[config.mk]
export PLATFORM = sky130hd
export DESIGN_NAME = fbre_ctrl
export DESIGN_NICKNAME = d
export VERILOG_FILES = /design/src/design/fbre_pkg.sv /design/src/design/fbre_ctrl.sv
export SDC_FILE = /design/constraint.sdc
export NUM_CORES = 1
export LEC_CHECK = 0
export BUFFER_PORTS_ARGS = -buffer_cell sky130_fd_sc_hd__buf_2
export CAP_MARGIN = 20
export CORE_AREA = 4 4 41 43
export DETAILED_ROUTE_END_ITERATION = 16
export DIE_AREA = 0 0 45 47
export GPL_ROUTABILITY_DRIVEN = 0
export GPL_TIMING_DRIVEN = 0
export SLEW_MARGIN = 0
export SYNTH_ARGS = -nofsm -noshare
export SYNTH_HDL_FRONTEND = slang
export SYNTH_SLANG_ARGS = --single-unit
export TNS_END_PERCENT = 1
[constraint.sdc]
create_clock -name clk -period 3.2 [get_ports clk]
set_input_delay 0 -clock clk [delete_from_list [all_inputs] [get_ports clk]]
set_output_delay 0 -clock clk [all_outputs]
set_load 0.05 [all_outputs]
[src/design/fbre_pkg.sv]
// Shared types, constants and helper functions for the frame raster engine.
package fbre_pkg;

  // Frame geometry
  localparam int FRAME_WIDTH  = 512;
  localparam int FRAME_HEIGHT = 384;
  localparam int FRAME_PIXELS = FRAME_WIDTH * FRAME_HEIGHT;

  // Derived widths
  localparam int ADDR_W  = (FRAME_PIXELS > 1) ? $clog2(FRAME_PIXELS) : 1;
  localparam int X_W     = $clog2(FRAME_WIDTH + 1);
  localparam int Y_W     = $clog2(FRAME_HEIGHT + 1);
  localparam int COORD_W = 16;
  localparam int PIXEL_W = 32;
  localparam int HASH_W  = 64;
  localparam int ACT_W   = 3;
  localparam int IN_W    = 136;

  // Word-wise FNV-1a 64; the prime is 2^40 + 0x1B3
  localparam logic [HASH_W-1:0] FNV_BASIS    = 64'hCBF2_9CE4_8422_2325;
  localparam logic [8:0]        FNV_PRIME_LO = 9'h1B3;
  localparam int                FNV_SHIFT    = 40;

  // Command codes carried in tuser
  typedef enum logic [ACT_W-1:0] {
    ACT_CLEAR = 3'd0,
    ACT_FILL  = 3'd1,
    ACT_SWAP  = 3'd2,
    ACT_PLOT  = 3'd3,
    ACT_HASH  = 3'd4
  } action_t;

  // Per-pixel operation of a rectangle walk
  typedef enum logic [1:0] {
    OP_FILL,
    OP_SWAP,
    OP_HASH
  } op_t;

  // Controller states
  typedef enum logic [2:0] {
    ST_IDLE,
    ST_CLIP,
    ST_ORIGIN,
    ST_WALK,
    ST_DRAIN,
    ST_RESULT
  } state_t;

  // Controller to datapath
  typedef struct packed {
    logic load;
    logic clip;
    logic origin;
    logic step;
    logic out_load;
  } ctrl_cmd_t;

  // Datapath to controller
  typedef struct packed {
    logic empty;
    logic last;
    logic want_result;
    logic out_full;
  } dp_status_t;

  // Clamp a signed coordinate to 0..hi
  function automatic logic [COORD_W-1:0] clamp_coord(input logic [COORD_W-1:0] v,
                                                     input logic [COORD_W-1:0] hi);
    logic [COORD_W-1:0] r;
    if (v[COORD_W-1]) begin
      r = '0;
    end else if (v > hi) begin
      r = hi;
    end else begin
      r = v;
    end
    return r;
  endfunction

  // One FNV-1a step on a whole pixel word
  function automatic logic [HASH_W-1:0] fnv_mix(input logic [HASH_W-1:0] h,
                                                input logic [PIXEL_W-1:0] pix);
    logic [HASH_W-1:0] t;
    t = h ^ {{(HASH_W-PIXEL_W){1'b0}}, pix};
    return HASH_W'(t * HASH_W'(FNV_PRIME_LO)) + (t << FNV_SHIFT);
  endfunction

endpackage

[src/design/fbre_ctrl.sv]
// Command sequencer for the frame raster engine.
module fbre_ctrl (
  input  logic                  clk,
  input  logic                  rst,
  input  logic                  s_axis_tvalid,
  output logic                  s_axis_tready,
  output fbre_pkg::ctrl_cmd_t   cmd,
  input  fbre_pkg::dp_status_t  status
);

  fbre_pkg::state_t state, state_next;

  // State register
  always_ff @(posedge clk) begin
    if (rst) begin
      state <= fbre_pkg::ST_IDLE;
    end else begin
      state <= state_next;
    end
  end

  // Next state
  always_comb begin
    state_next = state;
    unique case (state)
      fbre_pkg::ST_IDLE: begin
        if (s_axis_tvalid) state_next = fbre_pkg::ST_CLIP;
      end
      fbre_pkg::ST_CLIP: begin
        state_next = fbre_pkg::ST_ORIGIN;
      end
      fbre_pkg::ST_ORIGIN: begin
        if (!status.empty) begin
          state_next = fbre_pkg::ST_WALK;
        end else if (status.want_result) begin
          state_next = fbre_pkg::ST_RESULT;
        end else begin
          state_next = fbre_pkg::ST_IDLE;
        end
      end
      fbre_pkg::ST_WALK: begin
        if (status.last) state_next = fbre_pkg::ST_DRAIN;
      end
      fbre_pkg::ST_DRAIN: begin
        state_next = status.want_result ? fbre_pkg::ST_RESULT : fbre_pkg::ST_IDLE;
      end
      fbre_pkg::ST_RESULT: begin
        if (!status.out_full) state_next = fbre_pkg::ST_IDLE;
      end
      default: state_next = fbre_pkg::ST_IDLE;
    endcase
  end

  // Outputs
  always_comb begin
    s_axis_tready = 1'b0;
    cmd           = '0;
    unique case (state)
      fbre_pkg::ST_IDLE: begin
        s_axis_tready = 1'b1;
        cmd.load      = s_axis_tvalid;
      end
      fbre_pkg::ST_CLIP:   cmd.clip     = 1'b1;
      fbre_pkg::ST_ORIGIN: cmd.origin   = 1'b1;
      fbre_pkg::ST_WALK:   cmd.step     = 1'b1;
      fbre_pkg::ST_DRAIN:  cmd          = '0;
      fbre_pkg::ST_RESULT: cmd.out_load = !status.out_full;
      default:             cmd          = '0;
    endcase
  end

endmodule

**After elaboration in Yosys (flattened, before gate mapping)**

Cells that the tools add are included.

- Flip-flop bits (word level): 3
- Output and inout port bits: 6
- Input bits: 7
- Word-level logic and storage cells: 24

- Reduce and logical (&&, ||, !) cells: 3
- Eq/ne operators: 8
- Muxes and demuxes: 12

Operators by type and width:

| operator | number |
|---|---|
| $pmux 3 s6 | 1 |
| $mux 3 | 5 |
| $eq 3x2->1 const B | 2 |
| $eq 3x3->1 const B | 2 |
| $mux 1 | 6 |
| $ne 2x2->1 const B | 3 |
| $eq 3x1->1 const B | 1 |
| $logic_not 3->1 | 1 |
| $reduce_and 3->1 | 1 |
| $logic_not 1->1 | 1 |

**Longest topological paths before layout**

Gate-level depths: netlist of run 1.

- Word-level depth: 3
- Depth in mapped cells: 5
- Mapped depth without buffers: 4

**Worst setup path before layout of run 1**

Ideal clock, no wire load.

- Path kind: register -> output
- Start point: reg state[0]
- End point: out cmd[0] (netlist bit)
- Stages on the path, launching flop included: 4
- Slack: 923 ps
- Path buffers: 1
- Data arrival time: 2277 ps
- Required time: 3200 ps
- Cells stage by stage: dfxtp_1 buf_2 clkinv_1 nor4b_1

RTL lines:

| item | line | text |
|---|---|---|
| start, declared | fbre_ctrl.sv:11 | `fbre_pkg::state_t state, state_next;` |
| start signal, assigned | fbre_ctrl.sv:16 | `state <= fbre_pkg::ST_IDLE;` |
| start signal, assigned | fbre_ctrl.sv:18 | `state <= state_next;` |
| end, declared | fbre_ctrl.sv:7 | `output fbre_pkg::ctrl_cmd_t cmd,` |

==> impl_results.md, run 1 <==
- Critical path, cell by cell: buf_2 -> clkinv_1 -> nor4b_1 -> buf_2
- Endpoint type of the worst setup path: output port
- Area share of the largest cell type after synthesis: 24.37%
- CTS H-Tree Depth: 1
- Actual slew at the worst max-slew pin: 0.4396 ns
- CTS tree: built
- Flop pwr share: 22.1%
- Overall power: 0.1926 mW
- Share of layout cells above drive strength 1: 42.00%
- Rel. slew slack: 70.42%
- Hpwl dp: 483.5 µm
- Site row count: 13
- Multi-input logic area: 151.4 µm²
- Post-placement cell count: 60
- Min-Delay Path Class: in -> reg
- Fin. Hold Viols: 0
- Top flop regs: state: 3 flops
- Syn Nets: 40
- Most common cell after layout, fill and taps aside: buf_2
- VDD IR max: 150.1 µV
- Worst Setup SP: state[0]
- Startpoint types: flip-flop
- Kind of critical path: reg -> out
- Leak pwr: 0.1576 nW
- Cell area after synthesis: 246.5 µm²
- Sink Count: 3
- Max Slew Vio Count: 0
- Area grow syn2layout: 46.70%
- I/O Pins: 13
- Power Density: 532.6 mW/mm²
- Antenna Violating Nets Remaining: 0
- Top cell type by total area after synthesis: dfxtp_1
- CTS buffer count: 3
- Flops & latches, synth: 3
- Critical Path RT: 3.20 ns
- Final setup viols: 0
- DRT iter0 DRCs: 4
- Clk pwr share: 35.6%
- Most frequent cells in the layout: 13 x buf_2, 4 x nor2_1, 4 x clkbuf_4
- I/O Buffers: 12
- WP buf/inv: 3
- Vert. Die Dim: 47 µm
- Vias: 306
- NetSw: 0.08000 mW
- Crit Reg-Reg Startpoint: state[0]
- Max reg flops: 3
- Grt total ovfl: 0
- Initial antenna violation count: 0
- Final net count: 58
- Post-CTS setup buffer count: 0
- Pint: 0.1126 mW
- Vias per cell: 4.708
- CTS Hold Bufs: 1
- WL final: 666 µm
- Largest delay share family, worst path: buffers and inverters
- CTS root buf: clkbuf_4
- Worst path max stage delay: 0.31 ns
- CP max stage cell: dfxtp_1
- Hold path startpoint: status[2]
- Initial core utilization: 18.94%
- Combinational Power Share: 42.3%
- # DRC: 0
- Max clock buf depth: 2
- Switching share of power: 41.54%
- Tmin final: 1.503 ns
- Fmax: 665.4 MHz
- Synthesized area per cell: 7.469 µm²
- CTS clk-pin slew, worst paths: 0.04 ns
- Register area: 60.06 µm²
- Most flop-heavy register: state
- Clock Latency Late Sink: 0.24 ns
- Max Cap Viol: 0
- Netlist cell types: 21
- Status: complete, no violations
- Yosys warns: 0
- Crit Path Max Fanout: 10
- Die area: 0.002115 mm²
- Total Neg Setup Slack: 0 ns
- Core Box Area: 0.001301 mm²
- CP arrival: 1.50 ns
- GRT Overall Usage: 7.814%
- Sequential area share after synthesis: 24.37%
- Vias in the first global route: 252
- Cell Count, Final, Fillers Out: 65
- Avg WL per Cell: 10.25 µm
- Final Cycle Share: 46.97%
- Overall die width: 45 µm
- Most used cell, CP: buf_2
- Setup repair after global routing missed its margin: false
- First-pass DRT Iterations: 3
- Setup Skew: 0.004224 ns
- Gate Count Post-Synth: 33
- Post-CTS Resized: 0
- First-pass GRT wire length: 1104 µm
- Diodes inserted: 0
- Top post-synthesis cells by area: dfxtp_1 24%, a21oi_1 6.1%, nor3_1 6.1%
- Largest net degree at the start of global routing: 11
- FILL cells: 156
-- logic make-up after synthesis --
group	synth area share [%]
and+or+nand+nor	38.08
AOI/OAI and AO/OA	23.35
buffers and inverters	14.21
DFF	24.37
-- per-stage QoR --
| stage | hold WS [ns] | cell area (µm²) | setup slack [ns] | util [%] |
|---|---|---|---|---|
| 2_1_floorplan | 0.07214 | 246.5 | 0.9229 | - |
| 3_3_place_gp | 0.2183 | 325.3 | 1.956 | 25.00 |
| 3_5_place_dp | 0.2115 | 325.3 | 1.962 | 25.00 |
| 5_1_grt | 0.1029 | 361.6 | 1.585 | 27.79 |
| 6_report | 0.07524 | 361.6 | 1.697 | 27.79 |
| 4_1_cts | 0.06690 | 361.6 | 1.702 | 27.79 |
-- per-layer routing --
metal  vias up  global-route usage, %  wire, µm
li1        156                      -         -
met1       139                  8.617       294
met2         9                  10.17       303
met3         2                  3.831        53
met4         0                  8.772        15
met5         -                      0         0
-- worst register-to-register path: stages, from the launching register on --
cell and delay [ns]:
dfxtp_1 0.30, buf_2 0.17, clkinv_1 0.10, a41oi_1 0.12
a2111oi_2 0.37
-- final timing paths --
path | depth (start not counted) | end | slack (ns)
worst max-delay path | 4 | cmd[0] | 1.70
worst min-delay path | 4 | state[1] | 0.08
worst max register to register | 4 | state[2] | 2.04
worst min register to register | 2 | state[1] | 0.62
-- power groups by stage --
| stage | sequential (mW) | combinational [mW] | clock (mW) |
|---|---|---|---|
| after floorplan | 0.0430 | 0.0626 | 0 |
| after global placement | 0.0432 | 0.0805 | 0 |
| after detailed placement | 0.0433 | 0.0805 | 0 |
| after CTS | 0.0427 | 0.0815 | 0.0719 |
| after global routing | 0.0432 | 0.0881 | 0.0779 |
| final | 0.0426 | 0.0814 | 0.0685 |
-- final cells by class --
cell class              count  area share (%)
plain buffers               3           6.574
clock buffers               4           7.266
inverters                   3           3.114
multi-input cells          24           41.87
flip-flops and latches      3           16.61
well taps                  15           5.190
repair buffers             13           19.38
-- cells in the mapped netlist --
master,instances
and3_1,1
buf_6,1
nor2_1,4
inv_1,2
clkinv_1,1
nor2_2,1
buf_2,1
nand3_1,2
nor4b_1,1
nand4_1,1
nand2b_4,1
a2111oi_2,1
clkbuf_4,1
nor4_1,1
a41oi_1,1
dfxtp_1,3
nor3_1,3
a21oi_1,3
and2_1,1
o21ai_0,2
a311oi_1,1
Note: power is estimated with default switching activity, not from simulation.
==> inputs of run 2 (changes only) <==
--- a/config.mk
+++ b/config.mk
@@ -5,6 +5,7 @@
 export SDC_FILE = /design/constraint.sdc
 export NUM_CORES = 1
 export LEC_CHECK = 0
+export ABC_AREA = 1
 export BUFFER_PORTS_ARGS = -buffer_cell sky130_fd_sc_hd__buf_2
 export CAP_MARGIN = 20
 export CORE_AREA = 4 4 41 43
==> constraint.sdc (replaced) <==
create_clock -name clk -period 1.5 [get_ports clk]
set_input_delay 0 -clock clk [delete_from_list [all_inputs] [get_ports clk]]
set_output_delay 0 -clock clk [all_outputs]
set_load 0.05 [all_outputs]
==> run 2 against run 1 <==
Power rose to 3.9 times the previous value. Largest cell class unchanged. Clock skew fell by 0.0025 ns. Die area did not move. Combinational power rose to 5.6 times the previous value. Area after synthesis rose by 5.6%. First-iteration DRC count rose by 75%.
==> impl_results.md, run 2 <==
- Grt total ovfl: 0
- Initial antenna violation count: 0
- Final setup viols: 0
- CTS tree: built
- Netlist cell types: 12
- Cell Count, Final, Fillers Out: 77
- Top cell type by total area after synthesis: dfxtp_1
- Max Slew Vio Count: 0
- CTS clk-pin slew, worst paths: 0.04 ns
- CTS Hold Bufs: 0
- Vias in the first global route: 307
- Post-CTS setup buffer count: 0
- Startpoint types: flip-flop
- Hold slack: 0.02161 ns
- Most numerous cell in the Yosys netlist: inv_1
- Cell area after synthesis: 260.3 µm²
- Avg WL per Cell: 8.286 µm
- Tmin final: 1.323 ns
- Syn Nets: 53
- DRT iter0 DRCs: 7
- Total Neg Setup Slack: 0 ns
- R2R depth: 5
- GRT Overall Usage: 7.346%
- Top flop regs: state: 3 flops
- Final net count: 70
- Clock Latency Late Sink: 0.23 ns
- Setup repair after global routing missed its margin: false
- Final worst slack: 0.1769 ns
- Yosys warns: 0
- Initial core utilization: 20.00%
- Worst Setup SP: state[0]
- Area share of the largest cell type after synthesis: 23.08%
- Antenna Violating Nets Remaining: 0
- Core Box Area: 0.001301 mm²
- Most flop-heavy register: state
- Largest net degree at the start of global routing: 8
- Status: complete, no violations
- # DRC: 0
- CTS root buf: clkbuf_4
- Placement Setup Slack: 0.3736 ns
- Leak pwr: 0.2310 nW
- VDD IR max: 528.5 µV
- Die area: 0.002115 mm²
- Gate Count Post-Synth: 46
- Final Cell Area: 371.6 µm²
- Overall die width: 45 µm
- Kind of critical path: reg -> out
- Flops & latches, synth: 3
- Ys async rst share: 0%
- I/O Buffers: 12
- Sink Count: 3
- Multi-input logic area: 161.4 µm²
- Placed Area: 345.3 µm²
- Crit Path Max Fanout: 7
- Register area: 60.06 µm²
- First-pass DRT Iterations: 2
- Post-placement cell count: 73
- Setup Skew: 0.001759 ns
- Endpoint type of the worst setup path: output port
- Rel. slew slack: 82.35%
- CP arrival: 1.32 ns
- CTS buffer count: 3
- Post-synth top flop: dfxtp_1
- Critical Path End: cmd[4]
- Top post-synthesis cells by area: dfxtp_1 23%, inv_1 17%, nand2_1 14%
- Vert. Die Dim: 47 µm
- Hpwl dp: 542.7 µm
- Fmax: 755.8 MHz
- WL final: 638 µm
- Final Cycle Share: 88.21%
- Crit Reg-Reg Startpoint: state[2]
- Critical Path RT: 1.50 ns
- Actual slew at the worst max-slew pin: 0.2638 ns
- Most frequent cells in the layout: 12 x inv_1, 12 x buf_2, 10 x nand2_1
- Number of flops mapped to enable cells by yosys: 0
- Post-CTS Resized: 0
- Max reg flops: 3
- Max clock buf depth: 2
- Site row count: 13
- CTS H-Tree Depth: 1
- Share of layout cells above drive strength 1: 33.87%
- FILL cells: 163
- First-pass GRT wire length: 1124 µm
- R2R Path End: state[0]
- Top cells by count, synth: 12 x inv_1, 10 x nand2_1, 7 x nor2_1
- Sequential area share after synthesis: 23.08%
- Reg2Reg Setup Slack: 0.37 ns
- Power Density: 2013 mW/mm²
- Max Cap Viol: 0
- Synthesized area per cell: 5.658 µm²
- Diodes inserted: 0
- Fin. Hold Viols: 0
- Vias per cell: 4.273
- Min-Delay Path Class: in -> reg
- Area grow syn2layout: 42.79%
- Vias: 329
- I/O Pins: 13
[run 2: cell count changes after synthesis, moves of 2 or more]
cell	previous run	this run
nor3_1	3	0
a21oi_1	3	0
nand3_2	0	2
nand2_1	0	10
nand3_1	2	5
nor2_1	4	7
inv_1	2	12
[run 2: area by class of cell]
| type | count | share of cell area [%] |
|---|---|---|
| multi-input combinational | 31 | 43.43 |
| clock buffer | 4 | 7.071 |
| sequential | 3 | 16.16 |
| tap | 15 | 5.051 |
| timing repair buffer | 12 | 16.16 |
| inverter | 12 | 12.12 |
[run 2: worst max-delay path: stages, from the launching register on]
cell	delay [ns]
dfxtp_1	0.37
nor2_1	0.26
nand2_1	0.11
nor2_1	0.09
buf_2	0.26
[run 2: kinds of logic (layout without fill, tap and decap cells)]
| group | Yosys count | in the layout | synth area share (%) |
|---|---|---|---|
| simple gates | 30 | 30 | 57.70 |
| buf+inv | 12 | 28 | 17.31 |
| flops | 3 | 3 | 23.08 |
| compound gates | 1 | 1 | 1.921 |
[run 2: metal layers]
metal / vias up / GRT usage (%) / routed length [µm]
li1: 175 / - / -
met1: 149 / 7.045 / 247
met2: 5 / 12.99 / 343
met3: 0 / 1.533 / 47
met4: 0 / 7.018 / 0
met5: - / 0 / 0
[run 2: how the worst min path moves through the flow]
stage / startpoint / to / slack, ns / depth (start not counted)
after floorplan: status[0] / cmd[0] / 0.11 / 1
after global placement: rst / state[1] / 0.26 / 4
after detailed placement: rst / state[1] / 0.26 / 4
after CTS: rst / state[1] / 0.01 / 4
after global routing: rst / state[1] / 0.05 / 4
final: rst / state[1] / 0.02 / 4
[run 2: where the power goes]
part,internal [mW],leakage (nW),switching [mW]
Sequential,0.108,0.0248,0.0479
Combinational,0.114,0.191,0.339
Clock,0.0996,0.0150,0.0399
[run 2: stage by stage]
stage          util (%)  power [mW]
2_1_floorplan         -      0.5138
3_3_place_gp      26.54      0.6091
3_5_place_dp      26.54      0.6153
4_1_cts           28.56      0.7644
5_1_grt           28.56      0.8179
6_report          28.56      0.7480
==> inputs of run 3 (changes only) <==
--- a/config.mk
+++ b/config.mk
@@ -12,7 +12,6 @@
 export DETAILED_ROUTE_END_ITERATION = 16
 export DIE_AREA = 0 0 45 47
 export GPL_ROUTABILITY_DRIVEN = 0
-export GPL_TIMING_DRIVEN = 0
 export SLEW_MARGIN = 0
 export SYNTH_ARGS = -nofsm -noshare
 export SYNTH_HDL_FRONTEND = slang
==> run 3 against run 2 <==
Clock skew shrank 0.00095 ns. Die area is the same. Sequential power is essentially flat.
==> impl_results.md, run 3 (synthesized netlist as in run 2, its figures left out) <==
- Hpwl dp: 536.7 µm
- R2R Path End: state[0]
- I/O Buffers: 12
- Worst Setup SP: state[0]
- Power Density: 1996 mW/mm²
- WP depth: 4
- Avg WL per Cell: 8.182 µm
- CTS buffer count: 3
- Final Cycle Share: 85.89%
- Post-CTS setup buffer count: 0
- Grt total ovfl: 0
- WL final: 630 µm
- Startpoint types: flip-flop
- CTS Hold Bufs: 0
- Crit Reg-Reg Startpoint: state[2]
- Leak pwr: 0.2310 nW
- Most used cell, CP: nor2_1
- Post-CTS Resized: 0
- Crit Path Max Fanout: 7
- Worst path max stage delay: 0.36 ns
- Cell Count, Final, Fillers Out: 77
- Vias per cell: 4.091
- CTS H-Tree Depth: 1
- # DRC: 0
- Initial antenna violation count: 0
- Rel. slew slack: 83.82%
- Hold path startpoint: rst
- DRT iter0 DRCs: 4
- Largest delay share family, worst path: simple AND/OR/NAND/NOR gates
- Clk pwr share: 18.8%
- Final net count: 70
- VDD IR max: 468.4 µV
- Area grow syn2layout: 42.79%
- Actual slew at the worst max-slew pin: 0.2418 ns
- CTS tree: built
- Multi-input logic area: 161.4 µm²
- First-pass GRT wire length: 966 µm
- Fmax: 776.2 MHz
- Initial core utilization: 20.00%
- Switching share of power: 56.67%
- Max reg flops: 3
- I/O Pins: 13
- Vias in the first global route: 260
- Sink Count: 3
- Endpoint type of the worst setup path: output port
- Post-placement cell count: 73
- Most flop-heavy register: state
- CP arrival: 1.29 ns
- CTS root buf: clkbuf_4
- FILL cells: 165
- Reg2Reg Setup Slack: 0.43 ns
- Largest net degree at the start of global routing: 8
- Flop pwr share: 20.6%
- Core Box Area: 0.001301 mm²
- Critical Path End: cmd[4]
- Max Cap Viol: 0
- Die area: 0.002115 mm²
- CTS clk-pin slew, worst paths: 0.04 ns
- GRT Overall Usage: 6.793%
- Combinational Power Share: 60.6%
- Min-Delay Path Class: in -> reg
- Fin. Hold Viols: 0
- Site row count: 13
- WP buf/inv: 1
- Share of layout cells above drive strength 1: 33.87%
- NetSw: 0.4203 mW
- Critical path, cell by cell: nor2_1 -> nand2_1 -> nor2_1 -> buf_2
- Kind of critical path: reg -> out
- Vert. Die Dim: 47 µm
- Overall die width: 45 µm
- Register area: 60.06 µm²
- Status: complete, no violations
- Vias: 315
- Max Slew Vio Count: 0
- Total Neg Setup Slack: 0 ns
- CP max stage cell: dfxtp_1
- Most frequent cells in the layout: 12 x inv_1, 12 x buf_2, 10 x nand2_1
- Top flop regs: state: 3 flops
- First-pass DRT Iterations: 4
- Antenna Violating Nets Remaining: 0
- Max clock buf depth: 2
- R2R depth: 5
- Setup repair after global routing missed its margin: false
- Tmin final: 1.288 ns
- Diodes inserted: 0
- Setup Skew: 0.0008100 ns
- Pint: 0.3214 mW
- Clock Latency Late Sink: 0.23 ns
- Critical Path RT: 1.50 ns
- Final setup viols: 0
[run 3: cell counts in the layout (fill, tap and decap cells not counted)]
No cell type changed its count.
[run 3: power by group through the flow]
stage	Sequential (mW)	Clock, mW	Combinational, mW
2_1_floorplan	0.144	0	0.369
3_3_place_gp	0.153	0	0.455
3_5_place_dp	0.154	0	0.455
4_1_cts	0.152	0.150	0.456
5_1_grt	0.159	0.157	0.494
6_report	0.152	0.139	0.450
[run 3: how the worst min path moves through the flow]
stage	end	slack (ns)	depth (start not counted)
4_1_cts	state[1]	0.02	4
3_5_place_dp	state[1]	0.27	4
2_1_floorplan	cmd[0]	0.11	1
6_report	state[1]	0.03	4
5_1_grt	state[1]	0.05	4
3_3_place_gp	state[1]	0.26	4
[run 3: tightest hold or removal path, stage by stage]
cell and delay, ns:
buf_2 0.07, inv_1 0.05, nand2_1 0.06, inv_1 0.03
[run 3: final cells by class]
class | count | area share (%)
Multi-Input combinational cell | 31 | 43.43
Sequential cell | 3 | 16.16
Timing Repair Buffer | 12 | 16.16
Inverter | 12 | 12.12
Clock buffer | 4 | 7.071
Tap cell | 15 | 5.051
[run 3: metrics by stage]
step | utilization [%] | instance area [µm²] | hold WS (ns) | total power, mW | worst slack (ns)
detailed placement | 26.54 | 345.3 | 0.2694 | 0.6087 | 0.4233
floorplan | - | 266.5 | 0.1066 | 0.5138 | 0.06453
finish | 28.56 | 371.6 | 0.02670 | 0.7417 | 0.2116
global placement | 26.54 | 345.3 | 0.2642 | 0.6073 | 0.4455
CTS | 28.56 | 371.6 | 0.02126 | 0.7578 | 0.1690
global route | 28.56 | 371.6 | 0.04841 | 0.8096 | 0.06020
[run 3: layer usage]
layer	global-route usage (%)	share of wire, %	up-vias
met1	7.045	43	134
met5	0	0	-
met2	10.45	50	7
met3	1.149	6.7	0
li1	-	-	174
met4	8.772	0	0
